`config.mk`:
```
export PLATFORM = sky130hd
export DESIGN_NAME = soab_div
export DESIGN_NICKNAME = d
export VERILOG_FILES = /design/src/design/soab_div.sv
export SDC_FILE = /design/constraint.sdc
export NUM_CORES = 1
export LEC_CHECK = 0
export ABC_CLOCK_PERIOD_IN_PS = 7100
export BUFFER_PORTS_ARGS = -buffer_cell sky130_fd_sc_hd__buf_4
export CAP_MARGIN = 20
export CORE_MARGIN = 1.5
export CORE_UTILIZATION = 60
export CTS_CLUSTER_DIAMETER = 120
export CTS_CLUSTER_SIZE = 28
export DETAILED_ROUTE_END_ITERATION = 6
export GPL_ROUTABILITY_DRIVEN = 0
export PLACE_DENSITY = 0.82
export SETUP_SLACK_MARGIN = 0.5
export SYNTH_ARGS = -nofsm -noshare
export SYNTH_HDL_FRONTEND = slang
export SYNTH_SLANG_ARGS = --single-unit
```
`constraint.sdc`:
```
create_clock -name clk_i -period 7.1 [get_ports clk_i]
set_clock_uncertainty 0.1 [all_clocks]
set_input_delay 0.71 -clock clk_i [delete_from_list [all_inputs] [get_ports clk_i]]
set_output_delay 0.71 -clock clk_i [all_outputs]
set_load 0.01 [all_outputs]
```
`src/design/soab_div.sv`:
```
`timescale 1ns / 1ps
`default_nettype none
// ----------------------------------------------------------------------------
// soab_div: pipelined restoring divider
// One quotient bit per stage; advances only when en_i is high.
// ----------------------------------------------------------------------------
module soab_div #(
  parameter int unsigned NUM_BITS = 21,
  parameter int unsigned DEN_BITS = 13,
  parameter int unsigned Q_BITS   = 11
) (
  input  wire logic                clk_i,
  input  wire logic                en_i,
  input  wire logic [NUM_BITS-1:0] num_i,
  input  wire logic [DEN_BITS-1:0] den_i,
  output logic [Q_BITS-1:0]        quot_o
);
  localparam int unsigned RemBits = DEN_BITS + 1;

  // stage k holds remainder, numerator, denominator and quotient so far
  logic [RemBits-1:0]  rem_q [Q_BITS+1];
  logic [NUM_BITS-1:0] num_q [Q_BITS+1];
  logic [DEN_BITS-1:0] den_q [Q_BITS+1];
  logic [Q_BITS-1:0]   quo_q [Q_BITS+1];

  always_ff @(posedge clk_i) begin
    if (en_i) begin
      // quotient < 2^Q_BITS, so the top bits divide to zero and stay remainder
      rem_q[0] <= RemBits'(num_i >> Q_BITS);
      num_q[0] <= num_i;
      den_q[0] <= den_i;
      quo_q[0] <= '0;
    end
  end

  for (genvar k = 0; k < Q_BITS; k++) begin : g_stage
    logic [RemBits-1:0] trial;
    logic [RemBits:0]   diff;
    assign trial = {rem_q[k][RemBits-2:0], num_q[k][Q_BITS-1-k]};
    assign diff  = {1'b0, trial} - {2'b00, den_q[k]};
    always_ff @(posedge clk_i) begin
      if (en_i) begin
        rem_q[k+1] <= diff[RemBits] ? trial : diff[RemBits-1:0];
        num_q[k+1] <= num_q[k];
        den_q[k+1] <= den_q[k];
        quo_q[k+1] <= {quo_q[k][Q_BITS-2:0], ~diff[RemBits]};
      end
    end
  end

  assign quot_o = quo_q[Q_BITS];

endmodule
`default_nettype wire

```
==> metrics.cfg <==
[synthesis]
synthCells=1620
netlist.area_leader.share_pct=61.2
synthFlopType=edfxtp_1
syn_area_um2=20400
seq_area_frac_synth_pct=61.2
ys_warn_count=0
synth-seq-cells=415
synthTopCellsByCount=edfxtp_1, inv_1, a21oi_1, nor2_1, ha_1
yosys.cell_count.top_type=edfxtp_1
yosysUniqueCellTypes=59
synthesis.nets=1806
synthTopCellsByArea=edfxtp_1, ha_1, a21oi_1
synth_area_per_cell_um2=12.6
synth_area_leader_cell=edfxtp_1
async_flop_share_pct=0
synth_edf_count=415

[sta]
period_share_pct=45.9
final.setup.tns_ns=0
fmaxAchievable_ghz=0.307
rsz0062_at_grt=false
slew_headroom_pct=26.3
worstMarginPinSlew_ns=1.11
setup_violations=0
layout_min_cycle_time_ns=3.26
finalMaxSlewViolations=0
setup_slack_ns=3.84
hold_viol_final=0

[placed_design]
portBuffers=46
dp_cells=2102
place_ws_ns=3.87
dpl.hpwl_um=24100
place_area_um2=21300

[die]
die_w_um=187
start_util_pct=60.9
die-area_um2=35000
rows=67
io_pins=47
die_height_um=187
core_area_um2=33400

[power]
ir_drop_mv=0.189
clkPwrFrac_pct=15.3
swShare_pct=33.5
sequentialPowerShare_pct=46.8
combPwrFrac_pct=38.0
intPower_mw=5.09
switching_power_mw=2.57
p_per_area_nw_per_um2=352
power_mw=7.66
p_leak_nw=8.57

[finish]
fillerInstances=2401
diodes=0
syn_to_final_growth_pct=6.97
fin_cells=2123
drive_gt1_share_pct=7.28
fin_nets=1861
fin_area_um2=21800

[detailed_routing]
drt_pass1_iterations=6
drc=0
drt_iter0_markers=1036
via_per_inst=5.84
routedWlPerCell_um=16.1
drtAntennaViolNets=0
vias=12400
postRouteWirelength_um=34200

[hold_path]
hold_path.class=input port to flip-flop

[clock_network]
cts_buffers=18
clock-sinks=415
path_clk_slew_ns=0.10
insertion_delay_ns=0.53
cts_tree=done
ctsHoldBuffers=0
cts_resized=0
cts_root_buffer=clkbuf_16
post_cts_buffers=0
cts-htree-levels=1
clockBufferDepth=3

[status]
status=finished clean

[grt]
grt.met3_usage_pct=2.12
grtUsageTotal_pct=19.8
grt_use_met2_pct=34.5
use_met1_pct=26.2
antenna_found_initial=0
grt-ovfl-total=0
grt_pass1_vias=12100
grt_start_max_net_pins=147
top_usage_layer=met2
grt_first_pass_wirelength_um=57800

[run]
cap_violations=0

[worst_setup_path]
arrival_ns=3.44
path_class=flip-flop to flip-flop
startpoint_type=flip-flop
path_max_fanout=19
cp-end-kind=flip-flop
required_ns=7.28

power groups by stage:
| stage | sequential (mW) | clock (mW) | combinational (mW) |
|---|---|---|---|
| floorplan | 3.54 | 0 | 2.24 |
| CTS | 3.59 | 1.21 | 2.87 |
| global placement | 3.63 | 0 | 2.71 |
| detailed placement | 3.64 | 0 | 2.84 |
| global route | 3.63 | 1.28 | 3.25 |
| finish | 3.58 | 1.17 | 2.91 |
metrics by stage:
stage          hold slack (ns)  util [%]
2_1_floorplan            0.300         -
3_3_place_gp             0.300      63.6
3_5_place_dp             0.305      63.6
4_1_cts                  0.218      65.1
5_1_grt                  0.216      65.1
6_report                 0.251      65.1
state kept, by name (all words and copies together) (netlist names):
register  cells
den_q       143
rem_q       130
num_q        76
quo_q        66
kinds of logic after synthesis:
kind of cell / synth area share, %
adders and majority gates: 9.59
AOI/OAI and AO/OA: 11.8
and+or+nand+nor: 8.23
xor gates and xnor gates: 3.23
other: 0.0184
muxes: 2.02
buffers and inverters: 3.95
DFF: 61.2
area by class of cell:
type	count	area, um^2	area share (%)
Clock buffer	19	475	2.18
Multi-Input combinational cell	995	7110	32.6
Tap cell	448	561	2.57
Timing Repair Buffer	57	464	2.13
Inverter	188	706	3.24
Sequential cell	415	12500	57.2
Clock inverter	1	7.51	0.0345
routing by layer:
metal	vias up	share of wire, %
met3	71	4.8
met4	0	2.7
met2	378	49
li1	6058	-
met5	-	0
met1	5881	43
worst paths after layout:
path                                   from  cells after the start  slack, ns           to
worst max register to register  den_q[3][0]                      8       3.84  rem_q[4][4]
worst max-delay path            den_q[3][0]                      8       3.84  rem_q[4][4]
worst min-delay path               num_i[0]                      1       0.25  num_q[0][0]
worst min register to register  quo_q[5][0]                      0       0.32  quo_q[6][1]
cell usage in the layout, fill, tap and decap left out, types with 8 or more instances in the layout:
cell       instances
a2111oi_0         15
ha_1             140
o21bai_1           8
nand2_1           73
xor2_1            44
fa_1              10
edfxtp_1         415
o21ai_0           80
nand2b_1          10
nor3_1            32
nand3_1           22
buf_4             53
o31a_1             8
o21ai_1           16
xnor2_1           31
inv_1            188
mux2_2            25
nor2_1           143
clkbuf_16         19
o41ai_1            8
o2111ai_1         20
a21oi_1          145
or3_1              9
o21a_1            16
a21boi_0           8
a211oi_1          13
and2_1             9
nor2b_1           15
a21o_1            12
critical path: stages (launching register included):
cell and delay (ns):
edfxtp_1 0.42, ha_1 0.25, fa_1 0.43, nor2b_1 0.20, o31a_1 0.26, o2111ai_1 0.24, o21ai_1 0.43, buf_4 0.31
mux2_2 0.37
No activity file was read; power rests on OpenSTA's default activity.
