File: config.mk
export PLATFORM = sky130hd
export DESIGN_NAME = soab_regs
export DESIGN_NICKNAME = d
export VERILOG_FILES = /design/src/design/soab_pkg.sv /design/src/design/soab_regs.sv
export SDC_FILE = /design/constraint.sdc
export NUM_CORES = 1
export LEC_CHECK = 0
export ABC_CLOCK_PERIOD_IN_PS = 2900
export BUFFER_PORTS_ARGS = -buffer_cell sky130_fd_sc_hd__buf_2
export CAP_MARGIN = 20
export CORE_MARGIN = 8
export CORE_UTILIZATION = 52
export CTS_BUF_LIST = sky130_fd_sc_hd__clkbuf_4 sky130_fd_sc_hd__clkbuf_8
export CTS_CLUSTER_SIZE = 28
export DETAILED_ROUTE_END_ITERATION = 10
export GPL_ROUTABILITY_DRIVEN = 0
export GPL_TIMING_DRIVEN = 0
export PLACE_DENSITY_LB_ADDON = 0.1
export SKIP_LAST_GASP = 1
export SYNTH_ARGS = -nofsm -noshare
export SYNTH_HDL_FRONTEND = slang
export SYNTH_SLANG_ARGS = --single-unit
export TNS_END_PERCENT = 1
File: constraint.sdc
create_clock -name clk_i -period 2.9 [get_ports clk_i]
set_input_delay 0 -clock clk_i [delete_from_list [all_inputs] [get_ports clk_i]]
set_output_delay 0 -clock clk_i [all_outputs]
set_load 0.02 [all_outputs]
File: src/design/soab_pkg.sv
`timescale 1ns / 1ps
`default_nettype none
// ----------------------------------------------------------------------------
// soab_pkg: shared types and constants for the scaled overlay blender
// Register indexes, field widths, and the output word and configuration structs.
// ----------------------------------------------------------------------------
package soab_pkg;

  localparam int unsigned MaxOverlayW = 128;
  localparam int unsigned MaxOverlayH = 128;
  localparam int unsigned CoordBits   = 12;
  localparam int unsigned RegBits     = 13;

  typedef enum logic [2:0] {
    REG_LEFT   = 3'd0,
    REG_TOP    = 3'd1,
    REG_RW     = 3'd2,
    REG_RH     = 3'd3,
    REG_OW     = 3'd4,
    REG_OH     = 3'd5,
    REG_SWAP   = 3'd6,
    REG_UNUSED = 3'd7
  } reg_idx_e;

  typedef enum logic {
    OP_LOAD  = 1'b0,
    OP_PIXEL = 1'b1
  } opcode_e;

  typedef struct packed {
    logic [7:0] out0;
    logic [7:0] out1;
    logic [7:0] out2;
    logic [7:0] out3;
    logic       blended;
  } out_word_t;

  typedef struct packed {
    logic signed [RegBits-1:0] region_left;
    logic signed [RegBits-1:0] region_top;
    logic [RegBits-1:0]        region_w;
    logic [RegBits-1:0]        region_h;
    logic [7:0]                overlay_w;
    logic [7:0]                overlay_h;
    logic                      swap_rb;
  } cfg_t;

  // (d*(255-a) + s*a) / 255 for sums up to 255*255, as reciprocal multiply
  function automatic logic [7:0] div255(input logic [15:0] v);
    logic [16:0] t;
    begin
      t = {1'b0, v} + {9'd0, v[15:8]} + 17'd1;
      div255 = t[15:8] + {7'd0, t[16]};
    end
  endfunction

endpackage
`default_nettype wire

File: src/design/soab_regs.sv
`timescale 1ns / 1ps
`default_nettype none
// ----------------------------------------------------------------------------
// soab_regs: APB configuration registers
// Holds region and overlay geometry; reads return the stored value.
// ----------------------------------------------------------------------------
module soab_regs (
  input  wire logic         clk_i,
  input  wire logic         rst_ni,
  input  wire logic         psel,
  input  wire logic         penable,
  input  wire logic         pwrite,
  input  wire logic [4:0]   paddr,
  input  wire logic [31:0]  pwdata,
  output logic [31:0]       prdata,
  output logic              pready,
  output soab_pkg::cfg_t    cfg_o
);
  import soab_pkg::*;

  cfg_t     cfg_q;
  reg_idx_e idx;
  logic     wr;

  assign idx    = reg_idx_e'(paddr[4:2]);
  assign wr     = psel & penable & pwrite;
  assign pready = 1'b1;
  assign cfg_o  = cfg_q;

  always_ff @(posedge clk_i or negedge rst_ni) begin
    if (!rst_ni) begin
      cfg_q.region_left <= '0;
      cfg_q.region_top  <= '0;
      cfg_q.region_w    <= RegBits'(1);
      cfg_q.region_h    <= RegBits'(1);
      cfg_q.overlay_w   <= 8'd1;
      cfg_q.overlay_h   <= 8'd1;
      cfg_q.swap_rb     <= 1'b0;
    end else if (wr) begin
      unique case (idx)
        REG_LEFT:   cfg_q.region_left <= pwdata[RegBits-1:0];
        REG_TOP:    cfg_q.region_top  <= pwdata[RegBits-1:0];
        REG_RW:     cfg_q.region_w    <= pwdata[RegBits-1:0];
        REG_RH:     cfg_q.region_h    <= pwdata[RegBits-1:0];
        REG_OW:     cfg_q.overlay_w   <= pwdata[7:0];
        REG_OH:     cfg_q.overlay_h   <= pwdata[7:0];
        REG_SWAP:   cfg_q.swap_rb     <= pwdata[0];
        default: ;
      endcase
    end
  end

  always_comb begin
    prdata = '0;
    unique case (idx)
      REG_LEFT: prdata = {{(32-RegBits){cfg_q.region_left[RegBits-1]}}, cfg_q.region_left};
      REG_TOP:  prdata = {{(32-RegBits){cfg_q.region_top[RegBits-1]}}, cfg_q.region_top};
      REG_RW:   prdata = {{(32-RegBits){1'b0}}, cfg_q.region_w};
      REG_RH:   prdata = {{(32-RegBits){1'b0}}, cfg_q.region_h};
      REG_OW:   prdata = {24'd0, cfg_q.overlay_w};
      REG_OH:   prdata = {24'd0, cfg_q.overlay_h};
      REG_SWAP: prdata = {31'd0, cfg_q.swap_rb};
      default:  prdata = '0;
    endcase
  end

endmodule
`default_nettype wire

==> flow_metrics.tcl <==
set metrics [dict create \
    peakVddDrop_uv 521 \
    synth_cell_types 38 \
    nFillCells 472 \
    timing.setup.tns_ps 0 \
    rsz0062_at_grt "false" \
    post-synth-top-count-cell "mux2_2" \
    grt_max_degree 70 \
    max_freq_ghz 0.634 \
    power_density_nw_per_um2 708 \
    drt-pass1-iter-count 4 \
    cp_data_arrival_time_ps 1580 \
    min_period_over_period_pct 54.4 \
    synth_nets 291 \
    worst_setup_path_start_kind "flip-flop" \
    grt_pass1_wl_mm 15.0 \
    yosys.area.top_type "dfrtp_1" \
    synth_top_flop_cell "dfrtp_1" \
    top_level_ports 144 \
    leakagePower_nw 2.34 \
    async_flop_share_pct 100 \
    dpl_cell_area_um2 4090 \
    critical_path.endpoint_type "output port" \
    drtIter0Drc 70 \
    tightest_slew_ps 879 \
    cts_sinks 69 \
    htree_levels 3 \
    io_buffers 119 \
    antenna_found_initial 0 \
    start_util_pct 53.7 \
    clk_latency_ps 330 \
    cts_max_path_buffers 2 \
    avgSynthCellArea_um2 13.6 \
    grt.busiest_layer "met2" \
    grt_pass1_vias 2715 \
    clkTransAtPathRegs_ps 70 \
    area_growth_pct 31.7 \
    die_w_um 96.8 \
    largest_reg_flops 69 \
    dp_cells 445 \
    yosysWarnings 0 \
    ys_seq_area_share_pct 51.1 \
    die_area_um2 9360 \
    globalRouteMet2Util_pct 33.8 \
    relSlewSlack_pct 41.4 \
    final_cells 476 \
    dp_hpwl_mm 6.56 \
    n_antenna_cell 0 \
    vias 2509 \
    path_max_fanout 3 \
    clockRootBuffer "clkbuf_8" \
    synth_top_area_share_pct 48.0 \
    grt.overflow.total 0 \
    grt_util_met3_pct 6.97 \
    cts_tree "yes" \
    synth_area_leaders "dfrtp_1 48%, mux2_2 24%, mux2i_1 5.0%" \
    yosys-top-cells-count "72 x mux2_2, 65 x dfrtp_1, 19 x buf_4, 17 x mux2i_1, 8 x buf_2" \
    core_region_area_um2 6310 \
    drive_gt1_share_pct 62.9 \
    maxSlewViolCount 0 \
    postSynthCellCount 249 \
    routed_wl_mm 9.44 \
    syn_area_um2 3390 \
    wl_per_cell_um 19.8 \
    required_ps 2900 \
    core.rowCount 29 \
    drc 0 \
    grt_use_met1_pct 23.3 \
    drtAntennaViolNets 0 \
    hold_class "input pin to flip-flop" \
    final_util_pct 70.7 \
    setup_violations 0 \
    synth-edff-count 0 \
    fin_nets 436 \
    viasPerCell 5.27 \
    status "finished, final reports clean" \
    min_period_ps 1580 \
    ys_seq_elements 69 \
    design_area_um2 4470 \
    numCtsBuffers 9 \
    die_y_um 96.8 \
    crit_type "flip-flop to output port" \
    finalClockSkew_ps 0 \
    drv_cap 0 \
    grtUsageTotal_pct 19.9 \
    hold_viol 0 \
]
[where the power goes]
group          internal (mW)  total [mW]  leakage (nW)  switching, mW
combinational          0.422       0.992          1.35          0.570
clock                  0.506       0.876         0.112          0.370
sequential              1.16        1.30         0.873          0.137
total                   2.09        3.16          2.34           1.08
[cells by family after synthesis]
kind of cell / Yosys count / share of synthesized area (%)
multiplexers: 93 / 31.6
flip-flops: 69 / 51.1
buffers and inverters: 36 / 7.16
AND/OR/NAND/NOR: 29 / 5.46
AO/OA/AOI/OAI: 21 / 4.65
other: 1 / 0.111
[worst max-delay path, stage by stage (launching register included)]
cell and delay, ps:
dfstp_2 550, mux2i_1 70, o221a_2 270, nor3_1 150, buf_2 200
[metal layers]
layer	routed length, um	vias to the layer above
li1	-	1180
met2	4750	73
met5	0	-
met4	97	0
met1	3880	1245
met3	711	11
[per-stage QoR]
stage	setup slack, ps	power, mW	hold slack (ps)
after floorplan	571	1.92	-296
after global placement	632	2.27	274
after detailed placement	1040	2.30	164
after CTS	916	3.19	182
after global routing	1230	3.31	204
final	1320	3.16	196
[final timing paths]
| kind | slack, ps | end | cells after the start | startpoint |
|---|---|---|---|---|
| hold / removal | 200 | cfg_o[18] | 4 | paddr[2] |
| hold reg to reg | 530 | cfg_o[25] | 1 | cfg_o[25] |
| min in group asynchronous | 320 | cfg_o[5] | 2 | rst_ni |
| setup / recovery | 1320 | prdata[0] | 4 | cfg_o[9] |
| setup reg to reg | 2070 | cfg_o[8] | 1 | cfg_o[8] |
| max in group asynchronous | 2000 | cfg_o[39] | 2 | rst_ni |
[layout by cell type (no fill, tap or decap), types with 5 or more instances in the layout]
master         instances
mux2i_1               17
nor2b_1                5
mux2_2                72
clkbuf_8              10
dlygate4sd3_1         14
buf_2                126
buf_4                 20
nand2b_1               5
dfrtp_1               65
o21ai_0                5
[layout make-up]
type	count	area, um^2	area share (%)
Sequential cell	69	1730	38.8
Multi-Input combinational cell	144	1420	31.8
Timing Repair Buffer	134	749	16.8
Buffer	33	231	5.18
Clock buffer	10	138	3.08
Tap cell	77	96.3	2.16
Clock inverter	6	86.3	1.93
Inverter	3	11.3	0.252
[timing repair]
item,in CTS,in global routing
hold buffers,14,0
resized for setup,0,0
endpoints found under the setup margin,0,0
buffers inserted,0,0
hold endpoints to repair,134,0
Power figures use the tool's default switching activity.
