[src/design/soab_pkg.sv]
`timescale 1ns / 1ps
`default_nettype none
// ----------------------------------------------------------------------------
// soab_pkg: shared types and constants for the scaled overlay blender
// Register indexes, field widths, and the output word and configuration structs.
// ----------------------------------------------------------------------------
package soab_pkg;

  localparam int unsigned MaxOverlayW = 128;
  localparam int unsigned MaxOverlayH = 128;
  localparam int unsigned CoordBits   = 12;
  localparam int unsigned RegBits     = 13;

  typedef enum logic [2:0] {
    REG_LEFT   = 3'd0,
    REG_TOP    = 3'd1,
    REG_RW     = 3'd2,
    REG_RH     = 3'd3,
    REG_OW     = 3'd4,
    REG_OH     = 3'd5,
    REG_SWAP   = 3'd6,
    REG_UNUSED = 3'd7
  } reg_idx_e;

  typedef enum logic {
    OP_LOAD  = 1'b0,
    OP_PIXEL = 1'b1
  } opcode_e;

  typedef struct packed {
    logic [7:0] out0;
    logic [7:0] out1;
    logic [7:0] out2;
    logic [7:0] out3;
    logic       blended;
  } out_word_t;

  typedef struct packed {
    logic signed [RegBits-1:0] region_left;
    logic signed [RegBits-1:0] region_top;
    logic [RegBits-1:0]        region_w;
    logic [RegBits-1:0]        region_h;
    logic [7:0]                overlay_w;
    logic [7:0]                overlay_h;
    logic                      swap_rb;
  } cfg_t;

  // (d*(255-a) + s*a) / 255 for sums up to 255*255, as reciprocal multiply
  function automatic logic [7:0] div255(input logic [15:0] v);
    logic [16:0] t;
    begin
      t = {1'b0, v} + {9'd0, v[15:8]} + 17'd1;
      div255 = t[15:8] + {7'd0, t[16]};
    end
  endfunction

endpackage
`default_nettype wire

[src/design/soab_blend.sv]
`timescale 1ns / 1ps
`default_nettype none
// ----------------------------------------------------------------------------
// soab_blend: per-channel alpha mix
// Two stages: products, then sum and divide by 255.
// ----------------------------------------------------------------------------
module soab_blend (
  input  wire logic       clk_i,
  input  wire logic       en_i,
  input  wire logic [7:0] d_i,
  input  wire logic [7:0] s_i,
  input  wire logic [7:0] a_i,
  output logic [7:0]      mix_o
);
  import soab_pkg::*;

  logic [15:0] pd_q, ps_q;
  logic [15:0] sum;

  always_ff @(posedge clk_i) begin
    if (en_i) begin
      pd_q <= d_i * (8'd255 - a_i);
      ps_q <= s_i * a_i;
    end
  end

  assign sum = pd_q + ps_q;  // <= 255*255, fits

  always_ff @(posedge clk_i) begin
    if (en_i) mix_o <= div255(sum);
  end

endmodule
`default_nettype wire

[config.mk]
export PLATFORM = sky130hd
export DESIGN_NAME = soab_blend
export DESIGN_NICKNAME = d
export VERILOG_FILES = /design/src/design/soab_pkg.sv /design/src/design/soab_blend.sv
export SDC_FILE = /design/constraint.sdc
export NUM_CORES = 1
export LEC_CHECK = 0
export ABC_AREA = 1
export BUFFER_PORTS_ARGS = -buffer_cell sky130_fd_sc_hd__clkbuf_2
export CAP_MARGIN = 0
export CORE_MARGIN = 10
export CORE_UTILIZATION = 56
export DETAILED_ROUTE_END_ITERATION = 7
export GPL_ROUTABILITY_DRIVEN = 0
export HOLD_SLACK_MARGIN = 0.05
export PLACE_DENSITY = 0.75
export SETUP_SLACK_MARGIN = 0.1
export SKIP_CTS_REPAIR_TIMING = 1
export SLEW_MARGIN = 25
export SYNTH_ARGS = -nofsm -noshare
export SYNTH_HDL_FRONTEND = slang
export SYNTH_SLANG_ARGS = --single-unit
[constraint.sdc]
create_clock -name clk_i -period 5.9 [get_ports clk_i]
set_input_delay 1.18 -clock clk_i [delete_from_list [all_inputs] [get_ports clk_i]]
set_output_delay 1.18 -clock clk_i [all_outputs]
set_load 0.02 [all_outputs]
==> run_results.csv <==
group,metric,value,unit
grt,busiest_layer_in_global_routing,"met2",
grt,grt.total_usage,17.3,%
grt,use_met2,30.5,%
yosys,netlist_area,0.00683,mm^2
clocking,cts-root-buf,"clkbuf_16",
grt,grt_remaining_overflow,0,
sta,relSlewSlack,37.8,%
finish,multi_input_comb_area,0.00461,mm^2
sta,hold_ws,0.923,ns
detailed_routing,num_vias,5179,
detailed_routing,detail_route.wl_per_cell,12.6,um
yosys,synth_edf_count,40,
clocking,clk_pin_slew,0.06,ns
place,dp.final_hpwl,11500,um
detailed_routing,route.final.wire_length,13300,um
worst_setup_path,reg2reg_slack,1.72,ns
worst_setup_path,critical_path.startpoint_type,"input pin",
sta,final.setup_skew,0.00387,ns
grt,grt_first_pass_wirelength,24300,um
finish,sequential_cell_area,0.00120,mm^2
detailed_routing,post_drt_via_cell_ratio,4.88,
finish,insertedDiodeCount,0,
hold_path,worstHoldStart,"ps_q[15]$_DFFE_PP_",
flow_run,drv.max_cap_violation_count,0,
worst_setup_path,critical_path_arrival,5.41,ns
grt,maximum_number_of_pins_on_one_net_before_global_route_repair,41,
detailed_routing,drt_drc_violations_left,0,
grt,antenna_violations_before_repair,0,
clocking,htreeDepth,2,
finish,layout-drive-gt1-share,7.22,%
finish,layout.cells.most_common_list,"inv_1, nand2_1, ha_1, fa_1, nor2_1",
sta,grt_setup_unrepaired,"false",
place,placed_area,0.00717,mm^2
sta,worst_pin_slew,0.934,ns
hold_path,hp-class,"reg -> reg",
yosys,yosysWarnings,0,
yosys,synth_xor_area_share,4.60,%
grt,gr-usage-met1,22.4,%
sta,finalSetupTns,0,ns
yosys,post_synth_fa_ha_maj_area_fraction,39.6,%
clocking,tritoncts_num_sinks,40,
clocking,clk_latency,0.29,ns
floorplanning,initial_core_util,57.1,%
floorplanning,floorplan.die_area,0.0170,mm^2
place,placed_instances,1053,
sta,timing.final.crit_period,5.38,ns
worst_setup_path,worst_setup_path_end_kind,"flop",
sta,hold_viol_final,0,
hold_path,hold_path_cells,7,
power,power.leakage,4.36,nW
finish,layout_commonest_cell,"inv_1",
finish,design_area,0.00734,mm^2
yosys,yosys_register_bits,40,
floorplanning,floorplan.io_pins,34,
floorplanning,placement_rows,40,
worst_setup_path,timing.reg2reg.worst_path_depth,22,
worst_setup_path,worst-setup-path-type,"in -> reg",
yosys,synth-seq-area-share,17.6,%
yosys,yosysUniqueCellTypes,31,
grt,met3_usage,1.77,%
worst_setup_path,critPathLaunch,"a_i[5]",
floorplanning,coreArea,0.0120,mm^2
outcome,status,"complete, no violations",
floorplanning,die_width,130,um
hold_path,hold_end,"mix_o[7]$_DFFE_PP_",
power,vdd_drop_max,0.000255,V
sta,achievable-frequency,186,MHz
finish,area_growth,7.40,%
sta,finalMaxSlewViolations,0,
detailed_routing,detail-route-antenna-nets,0,
yosys,post_synth_mux_area_share,0,%
finish,fin_cells,1061,
place,port_buffers,33,
yosys,synth_nets,1082,
yosys,synth_compound_gate_area_share,4.61,%
clocking,tritoncts.num_buffers,5,
worst_setup_path,worst-path-max-fanout,13,
yosys,syn_inst,884,
worst_setup_path,critPathRequiredTime,5.93,ns
finish,layout.filler_cells,1049,
clocking,cts_tree,"done",
yosys,post_synth.cell_area_avg,7.73,um^2
worst_setup_path,worst_r2r_endpoint,"mix_o[6]$_DFFE_PP_",
clocking,buffer_depth_of_the_longest_clock_path,2,
sta,report.final.setup_viol,0,
yosys,synth_top_family_by_area,"adder cells",
floorplanning,die_h,130,um
detailed_routing,1st_iter_drt_viols,294,
worst_setup_path,start_of_the_worst_register_to_register_path,"pd_q[2]$_DFFE_PP_",
yosys,synthArstFlopShare,0,%
sta,timing.final.crit_share,91.2,%
detailed_routing,drt_first_pass_iters,5,
yosys,yosys.area_share.simple,18.6,%
power,power_per_cell_area,515,mW/mm^2
finish,finish.net_count,1111,
yosys,ys_dominant_reg_cell,"edfxtp_1",
grt,grt_pass1_vias,5448,
==> kinds of logic after synthesis <==
logic type,Yosys count
and+or+nand+nor,306
xor gates and xnor gates,35
buffers and inverters,273
DFF,40
AOI/OAI and AO/OA,58
adders and majority gates,172
==> layer usage <==
metal | vias to the layer above | share of wire (%)
met5 | - | 0
met1 | 2382 | 47
met3 | 11 | 3.5
li1 | 2701 | -
met2 | 85 | 48
met4 | 0 | 1.1
==> cells in the mapped netlist (13+ instances only) <==
cell type / n / area share, %
xor2_1: 21 / 2.7
o21ai_0: 13 / 0.95
nor2_1: 59 / 3.2
nand3_1: 26 / 1.9
a21oi_1: 35 / 2.6
nand2_1: 191 / 10
fa_1: 74 / 22
ha_1: 98 / 18
clkbuf_1: 17 / 0.93
edfxtp_1: 40 / 18
inv_1: 255 / 14
xnor2_1: 13 / 1.7
==> state kept, by name, summed over array words and instances (netlist names) <==
register  flops
pd_q         16
ps_q         16
mix_o         8
==> area by class of cell <==
| type | count | share of cell area [%] |
|---|---|---|
| sequential | 40 | 16.4 |
| timing repair buffer | 40 | 2.97 |
| multi-input combinational | 571 | 62.8 |
| clock buffer | 5 | 1.70 |
| clock inverter | 3 | 0.631 |
| tap | 147 | 2.51 |
| inverter | 255 | 13.0 |
==> power breakdown <==
group | internal (W) | switching [W] | total (W)
Clock | 0.000201 | 0.000113 | 0.000313
Sequential | 0.000540 | 0.0000462 | 0.000586
Combinational | 0.00109 | 0.00179 | 0.00288
Total | 0.00183 | 0.00195 | 0.00378
==> how the worst max path moves through the flow <==
| stage | to | slack (ns) | depth (start not counted) |
|---|---|---|---|
| finish | pd_q[15]$_DFFE_PP_ | 0.52 | 20 |
| global route | ps_q[14]$_DFFE_PP_ | 0.14 | 22 |
| CTS | ps_q[15]$_DFFE_PP_ | 0.50 | 20 |
| detailed placement | ps_q[15]$_DFFE_PP_ | 0.20 | 20 |
| global placement | ps_q[15]$_DFFE_PP_ | 0.28 | 20 |
| floorplan | ps_q[15]$_DFFE_PP_ | 0.26 | 19 |
==> metrics by stage <==
| step | setup slack (ns) | total power [W] | utilization, % |
|---|---|---|---|
| 2_1_floorplan | 0.255 | 0.00290 | - |
| 3_3_place_gp | 0.276 | 0.00342 | 59.9 |
| 3_5_place_dp | 0.203 | 0.00347 | 59.9 |
| 4_1_cts | 0.502 | 0.00381 | 61.4 |
| 5_1_grt | 0.135 | 0.00432 | 61.4 |
| 6_report | 0.521 | 0.00378 | 61.4 |
==> critical path, stage by stage <==
cell and delay (ns):
clkbuf_2 0.28, nor2_1 0.12, fa_1 0.55, inv_1 0.05, fa_1 0.48, inv_1 0.05, fa_1 0.52, inv_1 0.05
fa_1 0.52, inv_1 0.04, ha_1 0.35, nand2_1 0.06, o21ai_0 0.27, a21o_1 0.16, a21oi_1 0.08, o21ai_0 0.26
a21oi_1 0.10, nor2_1 0.09, nor2_1 0.05, xor2_1 0.13
No activity file was read; power rests on OpenSTA's default activity.
